===== config.mk =====
export PLATFORM = sky130hd
export DESIGN_NAME = plti_ctrl
export DESIGN_NICKNAME = d
export VERILOG_FILES = /design/src/piecewise_linear_table_interp_assert.svh /design/src/plti_pkg.sv /design/src/plti_ctrl.sv
export SDC_FILE = /design/constraint.sdc
export NUM_CORES = 1
export LEC_CHECK = 0
export BUFFER_PORTS_ARGS = -buffer_cell sky130_fd_sc_hd__buf_2
export CAP_MARGIN = 30
export CORE_MARGIN = 1.5
export CORE_UTILIZATION = 57
export CTS_CLUSTER_DIAMETER = 60
export CTS_CLUSTER_SIZE = 14
export DETAILED_ROUTE_END_ITERATION = 8
export HOLD_SLACK_MARGIN = 0.05
export PLACE_DENSITY = 0.81
export SYNTH_ARGS = -nofsm -noshare
export SYNTH_HDL_FRONTEND = slang
export SYNTH_SLANG_ARGS = --single-unit

===== constraint.sdc =====
create_clock -name clock -period 4.2 [get_ports clock]
set_clock_uncertainty 0.1 [all_clocks]
set_input_delay 0.63 -clock clock [delete_from_list [all_inputs] [get_ports clock]]
set_output_delay 0.63 -clock clock [all_outputs]
set_load 0.1 [all_outputs]

===== src/piecewise_linear_table_interp_assert.svh =====
// assertion macros for the interpolator datapath module
// the asserting module must have ports named clock and reset
`ifndef PIECEWISE_LINEAR_TABLE_INTERP_ASSERT_SVH
`define PIECEWISE_LINEAR_TABLE_INTERP_ASSERT_SVH

// expression holds on every clock edge outside reset
`define PLTI_ASSERT_ALWAYS(lbl, expr, msg) \
   lbl: assert property (@(posedge clock) disable iff (reset) (expr)) else $error(msg);

// consequent holds at the same edge as the antecedent
`define PLTI_ASSERT_SAME(lbl, ante, cons, msg) \
   lbl: assert property (@(posedge clock) disable iff (reset) (ante) |-> (cons)) \
      else $error(msg);

// consequent holds at the edge after the antecedent
`define PLTI_ASSERT_NEXT(lbl, ante, cons, msg) \
   lbl: assert property (@(posedge clock) disable iff (reset) (ante) |=> (cons)) \
      else $error(msg);

`endif


===== src/plti_pkg.sv =====
// ----------------------------------------------------------------------------
// plti_pkg
// Types, codes and defaults shared by the breakpoint table interpolator.
// ----------------------------------------------------------------------------
`default_nettype none

package plti_pkg;

   // default table depth
   localparam int MAX_POINTS_DEF = 64;

   // field widths
   localparam int KIND_W   = 2;
   localparam int VALUE_W  = 32;
   localparam int STATUS_W = 3;
   localparam int SEG_W    = 6;

   // request kinds
   localparam logic [KIND_W-1:0] KIND_CLEAR = 2'd0;
   localparam logic [KIND_W-1:0] KIND_ADD   = 2'd1;
   localparam logic [KIND_W-1:0] KIND_QUERY = 2'd2;

   // status codes
   localparam logic [STATUS_W-1:0] ST_OK   = 3'd0;
   localparam logic [STATUS_W-1:0] ST_DUP  = 3'd1;
   localparam logic [STATUS_W-1:0] ST_FULL = 3'd2;
   localparam logic [STATUS_W-1:0] ST_FEW  = 3'd3;
   localparam logic [STATUS_W-1:0] ST_SAT  = 3'd4;

   // divider: 64-bit dividend, one quotient bit per cycle
   localparam int DIV_W     = 64;
   localparam int DIV_CNT_W = 7;

   typedef struct packed {
      logic [KIND_W-1:0]         kind;
      logic signed [VALUE_W-1:0] x_value;
      logic signed [VALUE_W-1:0] y_value;
   } req_word_type;

   typedef struct packed {
      logic signed [VALUE_W-1:0] result_value;
      logic [STATUS_W-1:0]       status;
      logic [SEG_W-1:0]          segment;
   } rsp_word_type;

   // datapath commands
   typedef enum logic [4:0] {
      OP_NOP,
      OP_LOAD,
      OP_BS_RD,
      OP_BS_CMP,
      OP_DUP_RD,
      OP_DUP_CMP,
      OP_SHIFT_RD,
      OP_SHIFT_WR,
      OP_INSERT,
      OP_SEG,
      OP_RD_LO,
      OP_RD_HI,
      OP_CAP_HI,
      OP_MUL_A,
      OP_MUL_B,
      OP_SUM,
      OP_DIV_SETUP,
      OP_DIV_STEP,
      OP_DONE_OK,
      OP_DONE_CLEAR,
      OP_DONE_DUP,
      OP_DONE_FULL,
      OP_DONE_FEW,
      OP_DONE_QUERY
   } dp_op_type;

   // datapath status back to the controller
   typedef struct packed {
      logic [KIND_W-1:0] kind;
      logic              bs_done;
      logic              dup_hit;
      logic              full;
      logic              few;
      logic              shift_done;
      logic              div_done;
      logic              rsp_busy;
   } dp_stat_type;

endpackage

`default_nettype wire


===== src/plti_ctrl.sv =====
// ----------------------------------------------------------------------------
// plti_ctrl
// Sequencer for clear, add and query; issues one datapath command per cycle.
// ----------------------------------------------------------------------------
`default_nettype none

module plti_ctrl
   import plti_pkg::*;
(
   input  wire logic        clock,
   input  wire logic        reset,
   input  wire logic        req_valid,
   output logic             req_ready,
   input  wire dp_stat_type stat,
   output dp_op_type        op
);

   typedef enum logic [4:0] {
      S_IDLE,
      S_DISPATCH,
      S_BS_RD,
      S_BS_CMP,
      S_DUP_RD,
      S_DUP_CMP,
      S_SHIFT_RD,
      S_SHIFT_WR,
      S_INSERT,
      S_SEG,
      S_RD_LO,
      S_RD_HI,
      S_CAP_HI,
      S_MUL_A,
      S_MUL_B,
      S_SUM,
      S_DIV_SETUP,
      S_DIV,
      S_DONE
   } state_type;

   state_type state_ff, state_in;
   dp_op_type done_code_ff, done_code_in;

   assign req_ready = (state_ff == S_IDLE);

   // next state and command decode
   always_comb begin
      state_in     = state_ff;
      done_code_in = done_code_ff;
      op           = OP_NOP;
      case (state_ff)
         S_IDLE: begin
            if (req_valid) begin
               op       = OP_LOAD;
               state_in = S_DISPATCH;
            end
         end
         S_DISPATCH: begin
            case (stat.kind)
               KIND_CLEAR: begin
                  done_code_in = OP_DONE_CLEAR;
                  state_in     = S_DONE;
               end
               KIND_ADD: state_in = S_BS_RD;
               KIND_QUERY: begin
                  if (stat.few) begin
                     done_code_in = OP_DONE_FEW;
                     state_in     = S_DONE;
                  end else begin
                     state_in = S_BS_RD;
                  end
               end
               default: begin
                  done_code_in = OP_DONE_OK;
                  state_in     = S_DONE;
               end
            endcase
         end
         // lower-bound search over the stored abscissas
         S_BS_RD: begin
            if (stat.bs_done) begin
               state_in = (stat.kind == KIND_ADD) ? S_DUP_RD : S_SEG;
            end else begin
               op       = OP_BS_RD;
               state_in = S_BS_CMP;
            end
         end
         S_BS_CMP: begin
            op       = OP_BS_CMP;
            state_in = S_BS_RD;
         end
         // add: duplicate check, full check, then make room
         S_DUP_RD: begin
            op       = OP_DUP_RD;
            state_in = S_DUP_CMP;
         end
         S_DUP_CMP: begin
            op = OP_DUP_CMP;
            if (stat.dup_hit) begin
               done_code_in = OP_DONE_DUP;
               state_in     = S_DONE;
            end else if (stat.full) begin
               done_code_in = OP_DONE_FULL;
               state_in     = S_DONE;
            end else begin
               state_in = S_SHIFT_RD;
            end
         end
         S_SHIFT_RD: begin
            if (stat.shift_done) begin
               state_in = S_INSERT;
            end else begin
               op       = OP_SHIFT_RD;
               state_in = S_SHIFT_WR;
            end
         end
         S_SHIFT_WR: begin
            op       = OP_SHIFT_WR;
            state_in = S_SHIFT_RD;
         end
         S_INSERT: begin
            op           = OP_INSERT;
            done_code_in = OP_DONE_OK;
            state_in     = S_DONE;
         end
         // query: fetch the segment, multiply, divide
         S_SEG: begin
            op       = OP_SEG;
            state_in = S_RD_LO;
         end
         S_RD_LO: begin
            op       = OP_RD_LO;
            state_in = S_RD_HI;
         end
         S_RD_HI: begin
            op       = OP_RD_HI;
            state_in = S_CAP_HI;
         end
         S_CAP_HI: begin
            op       = OP_CAP_HI;
            state_in = S_MUL_A;
         end
         S_MUL_A: begin
            op       = OP_MUL_A;
            state_in = S_MUL_B;
         end
         S_MUL_B: begin
            op       = OP_MUL_B;
            state_in = S_SUM;
         end
         S_SUM: begin
            op       = OP_SUM;
            state_in = S_DIV_SETUP;
         end
         S_DIV_SETUP: begin
            op       = OP_DIV_SETUP;
            state_in = S_DIV;
         end
         S_DIV: begin
            if (stat.div_done) begin
               done_code_in = OP_DONE_QUERY;
               state_in     = S_DONE;
            end else begin
               op = OP_DIV_STEP;
            end
         end
         // hand the word to the output register once it is free
         S_DONE: begin
            if (!stat.rsp_busy) begin
               op       = done_code_ff;
               state_in = S_IDLE;
            end
         end
         default: state_in = S_IDLE;
      endcase
   end

   // state register
   always_ff @(posedge clock) begin
      if (reset) begin
         state_ff     <= S_IDLE;
         done_code_ff <= OP_DONE_OK;
      end else begin
         state_ff     <= state_in;
         done_code_ff <= done_code_in;
      end
   end

endmodule

`default_nettype wire


* After elaboration in Yosys (flattened, before gate mapping)
Index checks and enable logic that the tools add are counted.
** Operators by class
- Equal/unequal tests :: 26
- Bitwise logic cells :: 0
- $lt $le $gt $ge :: 0
- Reductions and logical operators :: 5
- Shifts and indexed selects :: 0
- Div/mod/pow operators :: 0
- $add $sub $neg :: 0
- Multipliers :: 0
- Muxes and demuxes :: 23
** Operator list (count)
- $pmux W5 S19 :: 1
- $pmux W5 S18 :: 1
- $mux W5 :: 12
- $eq A5 B4 Y1 const B :: 8
- $eq A5 B3 Y1 const B :: 4
- $pmux W5 S4 :: 1
- $eq A5 B5 Y1 const B :: 3
- $pmux W5 S3 :: 1
- $mux W4 :: 3
- $eq A5 B2 Y1 const B :: 2
- $pmux W5 S2 :: 1
- $ne A2 B2 Y1 const B :: 4
- $ne A3 B3 Y1 const B :: 2
- $eq A5 B1 Y1 const B :: 1
- $logic_not A5 Y1 :: 1
- $reduce_and A5 Y1 :: 1
- $reduce_bool A4 Y1 :: 1
- $mux W3 :: 1
- $reduce_and A3 Y1 :: 1
- $eq A2 B1 Y1 const B :: 1
- $eq A2 B2 Y1 const B :: 1
- $logic_not A2 Y1 :: 1
- $mux W2 :: 1
- $mux W1 :: 1
** Storage, ports and cells
- Bits in writable memories :: 0
- Memories :: 0
- Bits in read-only memories :: 0
- Output and inout port bits :: 6
- Register bits :: 10
- Bits in latches :: 0

* Logic depth before layout (Yosys ltp)
Gate-level depths: netlist of run 1.
- Depth after elaboration :: 4
- Mapped depth :: 7
- Depth with buffers taken out :: 5

* Worst setup path before layout of run 1
OpenSTA, ideal clock, no wires.
- Path kind :: register to output
- From :: register state_ff[1]
- To :: output op[2]
- Buffers on the path :: 2
- Stages on the path, launching flop included :: 5
- Data arrival time :: 2.968 ns
- Path slack :: 0.502 ns
- Cell sequence :: dfxtp_1 -> clkbuf_1 -> buf_2 -> and3_1 -> o21ai_0
** On the way
- Longest elaborated chain between the ends :: 2
- Elaborated cells on any way between the ends :: 19
** Ends and longest elaborated chain
- start, declared :: RTL line plti_ctrl.sv:40 : state_type state_ff, state_in;
- start signal, assigned :: RTL line plti_ctrl.sv:183 : state_ff <= state_in;
- $eq A5 B5 Y1 (tied with other cells) :: RTL line plti_ctrl.sv:50 : case (state_ff)
- $pmux W5 S18 * :: RTL line plti_ctrl.sv:50
- end, declared :: RTL line plti_ctrl.sv:15 : output dp_op_type op
Every way passes the cells marked *; elsewhere a longest branch is shown, timed or not.

* Final worst setup path of run 1
- From :: register state_ff[3]
- To :: output op[0]
Same word-level chain as after synthesis.

==> results of run 1 <==
-- sequential cells by signal, indices dropped and copies added, names as in the netlist --
| signal | count |
|---|---|
| done_code_ff | 3 |
| state_ff | 5 |
-- tightest hold or removal path, delay by kind of cell, from the launching register on --
family           cells  cell delay, ns
flip-flops           1            0.31
AND/OR/NAND/NOR      1            0.10
AO/OA/AOI/OAI        1            0.05
-- cell usage after synthesis, types with 3 or more instances --
cell type  instances
a31oi_1            4
o21ai_0            7
nand2_1            9
nor2_1            15
clkbuf_1           5
buf_6              3
and3_1             4
nand2b_1           4
nor3_1             6
inv_1              5
a21oi_1            8
nor2b_1            6
dfxtp_1            8
-- through the flow --
stage                     cell area (µm²)  worst slack (ns)
after global routing                  922              1.08
after detailed placement              900              1.55
after floorplan                       853             0.502
final                                 922              1.23
after CTS                             922              1.28
after global placement                900              1.65
-- power by group through the flow --
stage / logic (W) / registers (W) / clock network (W)
floorplan: 0.000132 / 0.0000896 / 0
global placement: 0.000141 / 0.000104 / 0
detailed placement: 0.000141 / 0.000106 / 0
CTS: 0.000142 / 0.000104 / 0.0000617
global route: 0.000153 / 0.000107 / 0.0000667
finish: 0.000143 / 0.000105 / 0.0000607
-- layout make-up --
type	count	area [µm²]	area share (%)
timing repair buffer	17	85.1	9.23
clock buffer	3	22.5	2.44
tap	15	18.8	2.04
multi-input combinational	97	617	66.9
inverter	5	18.8	2.04
sequential	8	160	17.4
-- logic make-up after synthesis --
logic type	share of synthesized area, %
buffers and inverters	8.94
AOI/OAI and AO/OA	27.9
muxes	2.49
and+or+nand+nor	41.9
DFF	18.8
-- worst paths after layout --
check	from	end	slack [ns]
hold / removal	done_code_ff[0]	done_code_ff[0]	0.41
hold reg to reg	done_code_ff[0]	done_code_ff[0]	0.41
setup reg to reg	state_ff[2]	done_code_ff[1]	1.84
setup / recovery	state_ff[3]	op[0]	1.23
-- per-layer routing --
layer / vias to the layer above / routed length [µm]
met3: 6 / 170
met2: 50 / 1000
met4: 0 / 30
met1: 402 / 921
met5: - / 0
li1: 458 / -
==> impl_results.md, run 1 <==
- Status: completed
- Die width: 41.7 µm
- Cells along the critical path: nor2_1 -> nand2_1 -> nor3_1 -> a22oi_1 -> nand2_1 -> buf_2
- CTS tree: yes
- I/O Pins: 18
- Clock root cell: clkbuf_4
- Synthesized area: 853 µm²
- Clk pwr share: 19.7%
- Max-cap violation count: 0
- Unrepaired setup endpoints after global routing: no
- Die Span Y: 41.7 µm
- Pin count of the biggest net entering global routing: 24
- WS Path Type: reg -> out
- Async set-reset flop share out of synthesis: 0%
- Synth cell types: 42
- First-pass GRT wire length: 3460 µm
- Fillers: 120
- Most common cell after layout, fill and taps aside: buf_2
- Hold Path Depth: 2
- # diodes: 0
- Hold WC Path Type: reg -> reg
- Routed WL: 2130 µm
- Ys flop type: dfxtp_1
- Sw Ratio: 48.1%
- Post-route minimum period: 2.97 ns
- Worst-margin pin slew: 0.726 ns
- RD Place Congestion: 0.854
- Post-route insts no fill: 145
- Yosys reg bits: 8
- Total grt overflow: 0
- Sw power: 0.000148 W
- Relative slew slack: 51.5%
- Slowest stage cell, crit path: dfxtp_1
- Met2 Use GR: 36.3%
- Crit share post-route: 70.6%
- Clock latency on the worst-skew pair: 0.26 ns
- Most frequent cells in the layout: buf_2 (17), nor2_1 (15), nand2_1 (9)
- GR Layer Usage met3: 6.09%
- Crit. End Element: output port
- Post-route ant nets: 0
- Reg2Reg Depth: 5
- Top post-synthesis cells by area: dfxtp_1 (19%), nor2_1 (6.6%), a21oi_1 (4.7%)
- Startpoint types: flop
- Crit path max fanout: 20
- Cts repair resizes: 0
- Setup-failing EPs final: 0
- Vias per cell: 6.32
- Crit path required time: 3.47 ns
- Placed cells: 142
- Final hold slack: 0.409 ns
- CTS sink cnt: 8
- Area growth syn-to-layout: 8.06%
- Initial Utilization: 63.2%
- Worst-path clk slew: 0.06 ns
- Syn Area/Cell: 7.17 µm²
- Post-synth EDFFs: 0
- Synthesized instance count: 119
- Hold Violations, Final: 0
- HPWL Detailed: 1570 µm
- Htree depth: 1
- Net count, final: 144
- First-pass iteration count of the detailed router: 7
- Vias: 916
- Number of global-route vias before repair: 779
- Synth top area share: 18.8%
- Most Crowded Layer GR: met2
- Critical Path AT: 2.24 ns
- CTS buffer count: 3
- Cell-internal power: 0.000160 W
- P per Cell Area: 334 mW/mm²
- Peak supply drop: 0.000170 V
- # DRC: 0
- Sequential area share after synthesis: 18.8%
- Yosys warns: 0
- CP top delay family: simple AND/OR/NAND/NOR gates
- Final TNS setup: 0 ns
- Crit path buffers/inverters: 1
- Post-DR wirelength/cell: 14.7 µm
- CP most frequent cell: nand2_1
- Max Buffers Root-to-Sink: 2
- # rows: 13
- Ratio of cells with drive above 1 in the final layout: 21.5%
- Number of post-CTS setup repair buffers: 0
- Comb power frac: 46.4%
- Final Max Tran Viols: 0
- Initial drt markers: 49
- Post-synth top area cell: dfxtp_1
- Initial antenna violation count: 0
- Reg power frac: 33.9%
- Critical path depth: 6
- Crit path largest cell delay: 0.51 ns
- GRT Total Usage: 25.5%
- Die footprint: 0.00174 mm²
- Core outline area: 0.00135 mm²
- P_leak: 0.371 nW
- PortBufs: 17
- Post-layout util: 68.3%
- Hold Buf Count CTS: 0
- Syn Nets: 131
- Fmax: 337 MHz
- GR Util met1: 35.1%
- Total power: 0.000308 W
No activity file was read; power rests on OpenSTA's default activity.
==> run 2: changes to the inputs <==
--- a/config.mk
+++ b/config.mk
@@ -5,15 +5,16 @@
 export SDC_FILE = /design/constraint.sdc
 export NUM_CORES = 1
 export LEC_CHECK = 0
+export ABC_AREA = 1
 export BUFFER_PORTS_ARGS = -buffer_cell sky130_fd_sc_hd__buf_2
 export CAP_MARGIN = 30
 export CORE_MARGIN = 1.5
-export CORE_UTILIZATION = 57
+export CORE_UTILIZATION = 53
 export CTS_CLUSTER_DIAMETER = 60
 export CTS_CLUSTER_SIZE = 14
 export DETAILED_ROUTE_END_ITERATION = 8
 export HOLD_SLACK_MARGIN = 0.05
-export PLACE_DENSITY = 0.81
+export PLACE_DENSITY = 0.76
 export SYNTH_ARGS = -nofsm -noshare
 export SYNTH_HDL_FRONTEND = slang
 export SYNTH_SLANG_ARGS = --single-unit
==> constraint.sdc (replaced) <==
create_clock -name clock -period 3 [get_ports clock]
set_clock_uncertainty 0.1 [all_clocks]
set_input_delay 0.45 -clock clock [delete_from_list [all_inputs] [get_ports clock]]
set_output_delay 0.45 -clock clock [all_outputs]
set_load 0.1 [all_outputs]
==> run 2 against run 1 <==
Effect of this change:
- wire length grew 18%
- clock power grew 48%
- utilization shrank 3.4 points
- synthesized cell count grew 33%
- combinational power grew to 4.6 times the previous value
- largest power group unchanged
==> impl_results.md, run 2 <==
- CTS tree: yes
- Most frequent cells in the layout: nand2_1 (48), nor2_1 (30), nand3_1 (20)
- Worst-margin pin slew: 0.488 ns (-0.238 ns)
- Initial drt markers: 41 (-16%)
- Synthesized instance count: 158 (+33%)
- Startpoint types: flop
- Die footprint: 0.00189 mm² (+8.7%)
- Crit path required time: 2.45 ns (-1.02 ns)
- Die Span Y: 43.5 µm (+4.3%)
- Reg2Reg Setup Slack: 1.30 ns (-0.54 ns)
- Synth top area share: 20.7% (+2.0 points)
- R2R Path End: state_ff[4]
- Top post-synthesis cells by area: nand2_1 (21%), dfxtp_1 (18%), nor2_1 (13%)
- Max Buffers Root-to-Sink: 2 (unchanged)
- Fillers: 153 (+28%)
- CTS sink cnt: 8 (unchanged)
- Ys flop type: dfxtp_1
- PortBufs: 17 (unchanged)
- Post-route ant nets: 0 (unchanged)
- Setup-failing EPs final: 0 (unchanged)
- # rows: 14 (+1)
- Area growth syn-to-layout: 13.8%
- Critical Path End: op[1]
- Hold wc startpoint: reset
- # DRC: 0 (unchanged)
- Fmax: 374 MHz
- Reg with most FFs: state_ff
- Post-synth top area cell: nand2_1
- Post-route minimum period: 2.67 ns
- Top cells by count, synth: nand2_1 (48), nor2_1 (30), nand3_1 (20), inv_1 (16), dfxtp_1 (8)
- GRT Total Usage: 30.5% (+5.0 points)
- Hold Buf Count CTS: 0 (unchanged)
- Number of global-route vias before repair: 1020 (+31%)
- First-pass GRT wire length: 4360 µm (+26%)
- Vias per cell: 5.66 (-10%)
- Crit. Startpoint: state_ff[4]
- Hold Violations, Final: 0 (unchanged)
- Post-synth EDFFs: 0 (unchanged)
- FF-to-FF Start: state_ff[3]
- Vias: 1092 (+19%)
- Largest registers: state_ff (5), done_code_ff (3)
- Total grt overflow: 0 (unchanged)
- Number of post-CTS setup repair buffers: 0 (unchanged)
- Yosys reg bits: 8 (unchanged)
- Die width: 43.5 µm (+4.3%)
- Synthesized area: 868 µm² (+1.8%)
- Relative slew slack: 67.7% (+16 points)
- Reg2Reg Depth: 7 (+2)
- Post-DR wirelength/cell: 13.0 µm (-12%)
- Initial Utilization: 57.0% (-6.2 points)
- Pin count of the biggest net entering global routing: 10 (-58%)
- Net count, final: 191 (+33%)
- Max-cap violation count: 0 (unchanged)
- Async set-reset flop share out of synthesis: 0% (unchanged)
- Initial antenna violation count: 0 (unchanged)
- Most common cell after layout, fill and taps aside: nand2_1
- Crit path max fanout: 9 (-55%)
- Htree depth: 1 (unchanged)
- Final instance area: 988 µm² (+7.2%)
- Placed cell area: 966 µm² (+7.4%)
- RD Place Congestion: 0.922 (+8.0%)
- Most frequent cell after synthesis: nand2_1
- WS Path Type: reg -> out
- Final Max Tran Viols: 0 (unchanged)
- Hold WC Path Type: in -> reg
- Crit share post-route: 89.1%
- Clock root cell: clkbuf_4
- P_leak: 0.578 nW (+56%)
- Core outline area: 0.00152 mm² (+13%)
- First-pass iteration count of the detailed router: 4 (-3)
- Peak supply drop: 0.000756 V (+340%)
- HPWL Detailed: 2030 µm (+30%)
- Crit. End Element: output port
- Final TNS setup: 0 ns (unchanged)
- Routed WL: 2500 µm (+18%)
- Critical Path AT: 2.12 ns (-0.12 ns)
- Status: completed
- Clock latency on the worst-skew pair: 0.27 ns (about the same)
- Worst-path clk slew: 0.06 ns (about the same)
- Unrepaired setup endpoints after global routing: no
- P per Cell Area: 949 mW/mm² (+180%)
- I/O Pins: 18 (unchanged)
- Yosys warns: 0 (unchanged)
- Cts repair resizes: 0 (unchanged)
- Synth cell types: 21 (-50%)
- Syn Area/Cell: 5.50 µm² (-23%)
- Syn Nets: 170 (+30%)
- Sequential area share after synthesis: 18.4% (-0.32 points)
- CTS buffer count: 3 (unchanged)
- Largest register FFs: 5 (unchanged)
- Ratio of cells with drive above 1 in the final layout: 17.5% (-4.0 points)
- # diodes: 0 (unchanged)
[run 2: where the power goes]
part	switching [W]	internal [W]	total [W]	leakage, nW
combinational	0.000503	0.000149	0.000653	0.498
clock	0.0000437	0.0000462	0.0000899	0.0138
sequential	0.0000497	0.000146	0.000195	0.0657
[run 2: per-stage QoR]
step	power (W)	utilization, %	hold slack (ns)	setup WS (ns)	instances
finish	0.000938	64.9	0.289	0.327	193
global route	0.00100	64.9	0.324	0.169	193
CTS	0.000927	64.9	0.296	0.344	193
detailed placement	0.000840	63.4	0.372	0.626	190
global placement	0.000829	63.4	0.367	0.654	190
floorplan	0.000726	-	0.330	0.173	158
[run 2: area by class of cell]
| type | count | area (µm²) | area share [%] |
|---|---|---|---|
| repair buffers | 17 | 85.1 | 8.61 |
| inverters | 18 | 72.6 | 7.34 |
| clock buffers | 3 | 22.5 | 2.28 |
| well taps | 16 | 20.0 | 2.03 |
| flip-flops and latches | 8 | 160 | 16.2 |
| multi-input cells | 131 | 628 | 63.5 |
[run 2: metal layers]
| metal | track usage [%] | routed length [µm] | up-vias |
|---|---|---|---|
| met4 | 9.09 | 48 | 0 |
| met5 | 0 | 0 | - |
| met2 | 51.0 | 1150 | 55 |
| met3 | 7.08 | 208 | 6 |
| li1 | - | - | 555 |
| met1 | 39.0 | 1090 | 476 |
[run 2: how the worst min path moves through the flow]
stage / endpoint / slack [ns] / cells past startpoint
final: state_ff[0] / 0.29 / 2
after global routing: state_ff[0] / 0.32 / 2
after CTS: state_ff[2] / 0.30 / 2
after detailed placement: done_code_ff[1] / 0.37 / 2
after global placement: done_code_ff[1] / 0.37 / 2
after floorplan: done_code_ff[1] / 0.33 / 2
[run 2: cell families after synthesis]
logic type,share of synthesized area [%]
AOI/OAI and AO/OA,8.07
buffers and inverters,9.22
and+or+nand+nor,64.3
DFF,18.4
[run 2: worst max-delay path: stages (launching register included)]
cell and delay [ns]:
dfxtp_1 0.58, clkinv_4 0.18, nor2_4 0.20, nand2_1 0.10, nor2_1 0.18, a22oi_1 0.11, nand4_1 0.08, buf_2 0.43
==> run 3: changes to the inputs <==
--- a/config.mk
+++ b/config.mk
@@ -15,6 +15,7 @@
 export DETAILED_ROUTE_END_ITERATION = 8
 export HOLD_SLACK_MARGIN = 0.05
 export PLACE_DENSITY = 0.76
+export RECOVER_POWER = 50
 export SYNTH_ARGS = -nofsm -noshare
 export SYNTH_HDL_FRONTEND = slang
 export SYNTH_SLANG_ARGS = --single-unit
==> run 3 against run 2 <==
Effect of this change:
- final area is 2.5% lower
- clock power is 3.3% lower
- combinational power is 3% lower
==> impl_results.md, run 3 (synthesis gave the netlist of run 2 again) <==
- Status: completed
- # DRC: 0 (unchanged)
- Dpl ws: 0.626 ns (unchanged)
- Total power: 0.000911 W (-2.9%)
- Initial antenna violation count: 0 (unchanged)
- Post-route ant nets: 0 (unchanged)
- Final TNS setup: 0 ns (unchanged)
- Core outline area: 0.00152 mm² (unchanged)
- Clock root cell: clkbuf_4
- Vias: 1094 (+0.18%)
- Unrepaired setup endpoints after global routing: no
- Initial drt markers: 62 (+51%)
- Area growth syn-to-layout: 11.0%
- Largest registers: state_ff (5), done_code_ff (3)
- Worst-path clk slew: 0.06 ns (about the same)
- CP top delay family: simple AND/OR/NAND/NOR gates
- Relative slew slack: 67.7% (about the same)
- Peak supply drop: 0.000720 V (-4.7%)
- Largest register FFs: 5 (unchanged)
- Most common cell after layout, fill and taps aside: nand2_1
- Clock latency on the worst-skew pair: 0.26 ns (about the same)
- Startpoint types: flop
- Final Max Tran Viols: 0 (unchanged)
- RD Place Congestion: 0.922 (unchanged)
- WS Path Type: reg -> out
- Fmax: 382 MHz (+2.1%)
- First-pass GRT wire length: 4360 µm (unchanged)
- I/O Pins: 18 (unchanged)
- Setup-failing EPs final: 0 (unchanged)
- Slowest stage cell, crit path: buf_2
- Final instance area: 963 µm² (-2.5%)
- GRT Total Usage: 30.5% (unchanged)
- Pin count of the biggest net entering global routing: 10 (unchanged)
- First-pass iteration count of the detailed router: 4 (unchanged)
- Crit share post-route: 87.3% (-1.8 points)
- Max Buffers Root-to-Sink: 2 (unchanged)
- Hold Buf Count CTS: 0 (unchanged)
- PortBufs: 17 (unchanged)
- Crit path required time: 2.45 ns (about the same)
- Critical Path AT: 2.07 ns (-0.05 ns)
- Post-layout worst setup margin: 0.381 ns (+0.0547 ns)
- Net count, final: 191 (unchanged)
- Number of post-CTS setup repair buffers: 0 (unchanged)
- Post-route minimum period: 2.62 ns (-0.0547 ns)
- Htree depth: 1 (unchanged)
- Total grt overflow: 0 (unchanged)
- Cells along the critical path: nor2_1 -> nand2_1 -> nor2_1 -> nand2_1 -> nand2_1 -> nor3_1 -> nand4_1 -> buf_2
- # rows: 14 (unchanged)
- CTS buffer count: 3 (unchanged)
- CTS sink cnt: 8 (unchanged)
- Post-DR wirelength/cell: 12.9 µm (-0.12%)
- Max-cap violation count: 0 (unchanged)
- Fillers: 159 (+3.9%)
- HPWL Detailed: 2030 µm (unchanged)
- Crit. End Element: output port
- Number of global-route vias before repair: 1020 (unchanged)
- Initial Utilization: 57.0% (unchanged)
- Die width: 43.5 µm (unchanged)
- Die footprint: 0.00189 mm² (unchanged)
- Placed cell area: 966 µm² (unchanged)
- CTS tree: yes
- Hold Violations, Final: 0 (unchanged)
- Cts repair resizes: 0 (unchanged)
- Crit path largest cell delay: 0.43 ns (-0.15 ns)
- P_leak: 0.576 nW (-0.32%)
- Hold WC Path Type: in -> reg
- Ratio of cells with drive above 1 in the final layout: 15.3% (-2.3 points)
- P per Cell Area: 945 mW/mm² (-0.39%)
- Reg with most FFs: state_ff
- Die Span Y: 43.5 µm (unchanged)
- # diodes: 0 (unchanged)
- CP most frequent cell: nand2_1
- Vias per cell: 5.67 (+0.18%)
- Crit path max fanout: 6 (-3)
- Routed WL: 2500 µm (-0.12%)
- Most frequent cells in the layout: nand2_1 (49), nor2_1 (33), nand3_1 (20)
- Worst-margin pin slew: 0.488 ns (-0.000123 ns)
- Crit path buffers/inverters: 1 (-1)
==> run 3: cell counts in the layout (fill, tap and decap cells not counted) <==
No cell type changed its count.
==> run 3: per-layer routing <==
metal | vias to the layer above | global-route usage, % | wire length (µm)
met4 | 0 | 9.09 | 30
li1 | 554 | - | -
met3 | 4 | 7.08 | 195
met2 | 56 | 51.0 | 1170
met1 | 480 | 39.0 | 1100
met5 | - | 0 | 0
==> run 3: final timing paths <==
kind / from / end / slack (ns) / cells after the start
hold reg to reg: done_code_ff[1] / done_code_ff[1] / 0.38 / 2
setup / recovery: state_ff[3] / op[0] / 0.38 / 8
setup reg to reg: state_ff[2] / done_code_ff[0] / 1.19 / 11
hold / removal: reset / state_ff[0] / 0.30 / 2
==> run 3: cell type report <==
| type | count | area [µm²] | share of cell area [%] |
|---|---|---|---|
| well taps | 16 | 20.0 | 2.08 |
| flip-flops and latches | 8 | 160 | 16.6 |
| multi-input cells | 131 | 603 | 62.6 |
| repair buffers | 17 | 85.1 | 8.83 |
| clock buffers | 3 | 22.5 | 2.34 |
| inverters | 18 | 72.6 | 7.53 |
==> run 3: worst register-to-register path, delay by kind of cell, from the launching register on <==
kind | cells | cell delay (ns)
and+or+nand+nor | 8 | 1.00
DFF | 1 | 0.37
buffers and inverters | 3 | 0.24
==> run 3: stage by stage <==
| stage | cells | hold WS, ns | utilization, % |
|---|---|---|---|
| global placement | 190 | 0.367 | 63.4 |
| global route | 193 | 0.324 | 63.2 |
| CTS | 193 | 0.296 | 64.9 |
| floorplan | 158 | 0.330 | - |
| finish | 193 | 0.302 | 63.2 |
| detailed placement | 190 | 0.372 | 63.4 |
==> run 3: power by group <==
group          switching [W]  internal (W)  leakage, nW
logic               0.000493      0.000141        0.496
clock network      0.0000408     0.0000461       0.0138
registers          0.0000437      0.000146       0.0657
total               0.000578      0.000333        0.576
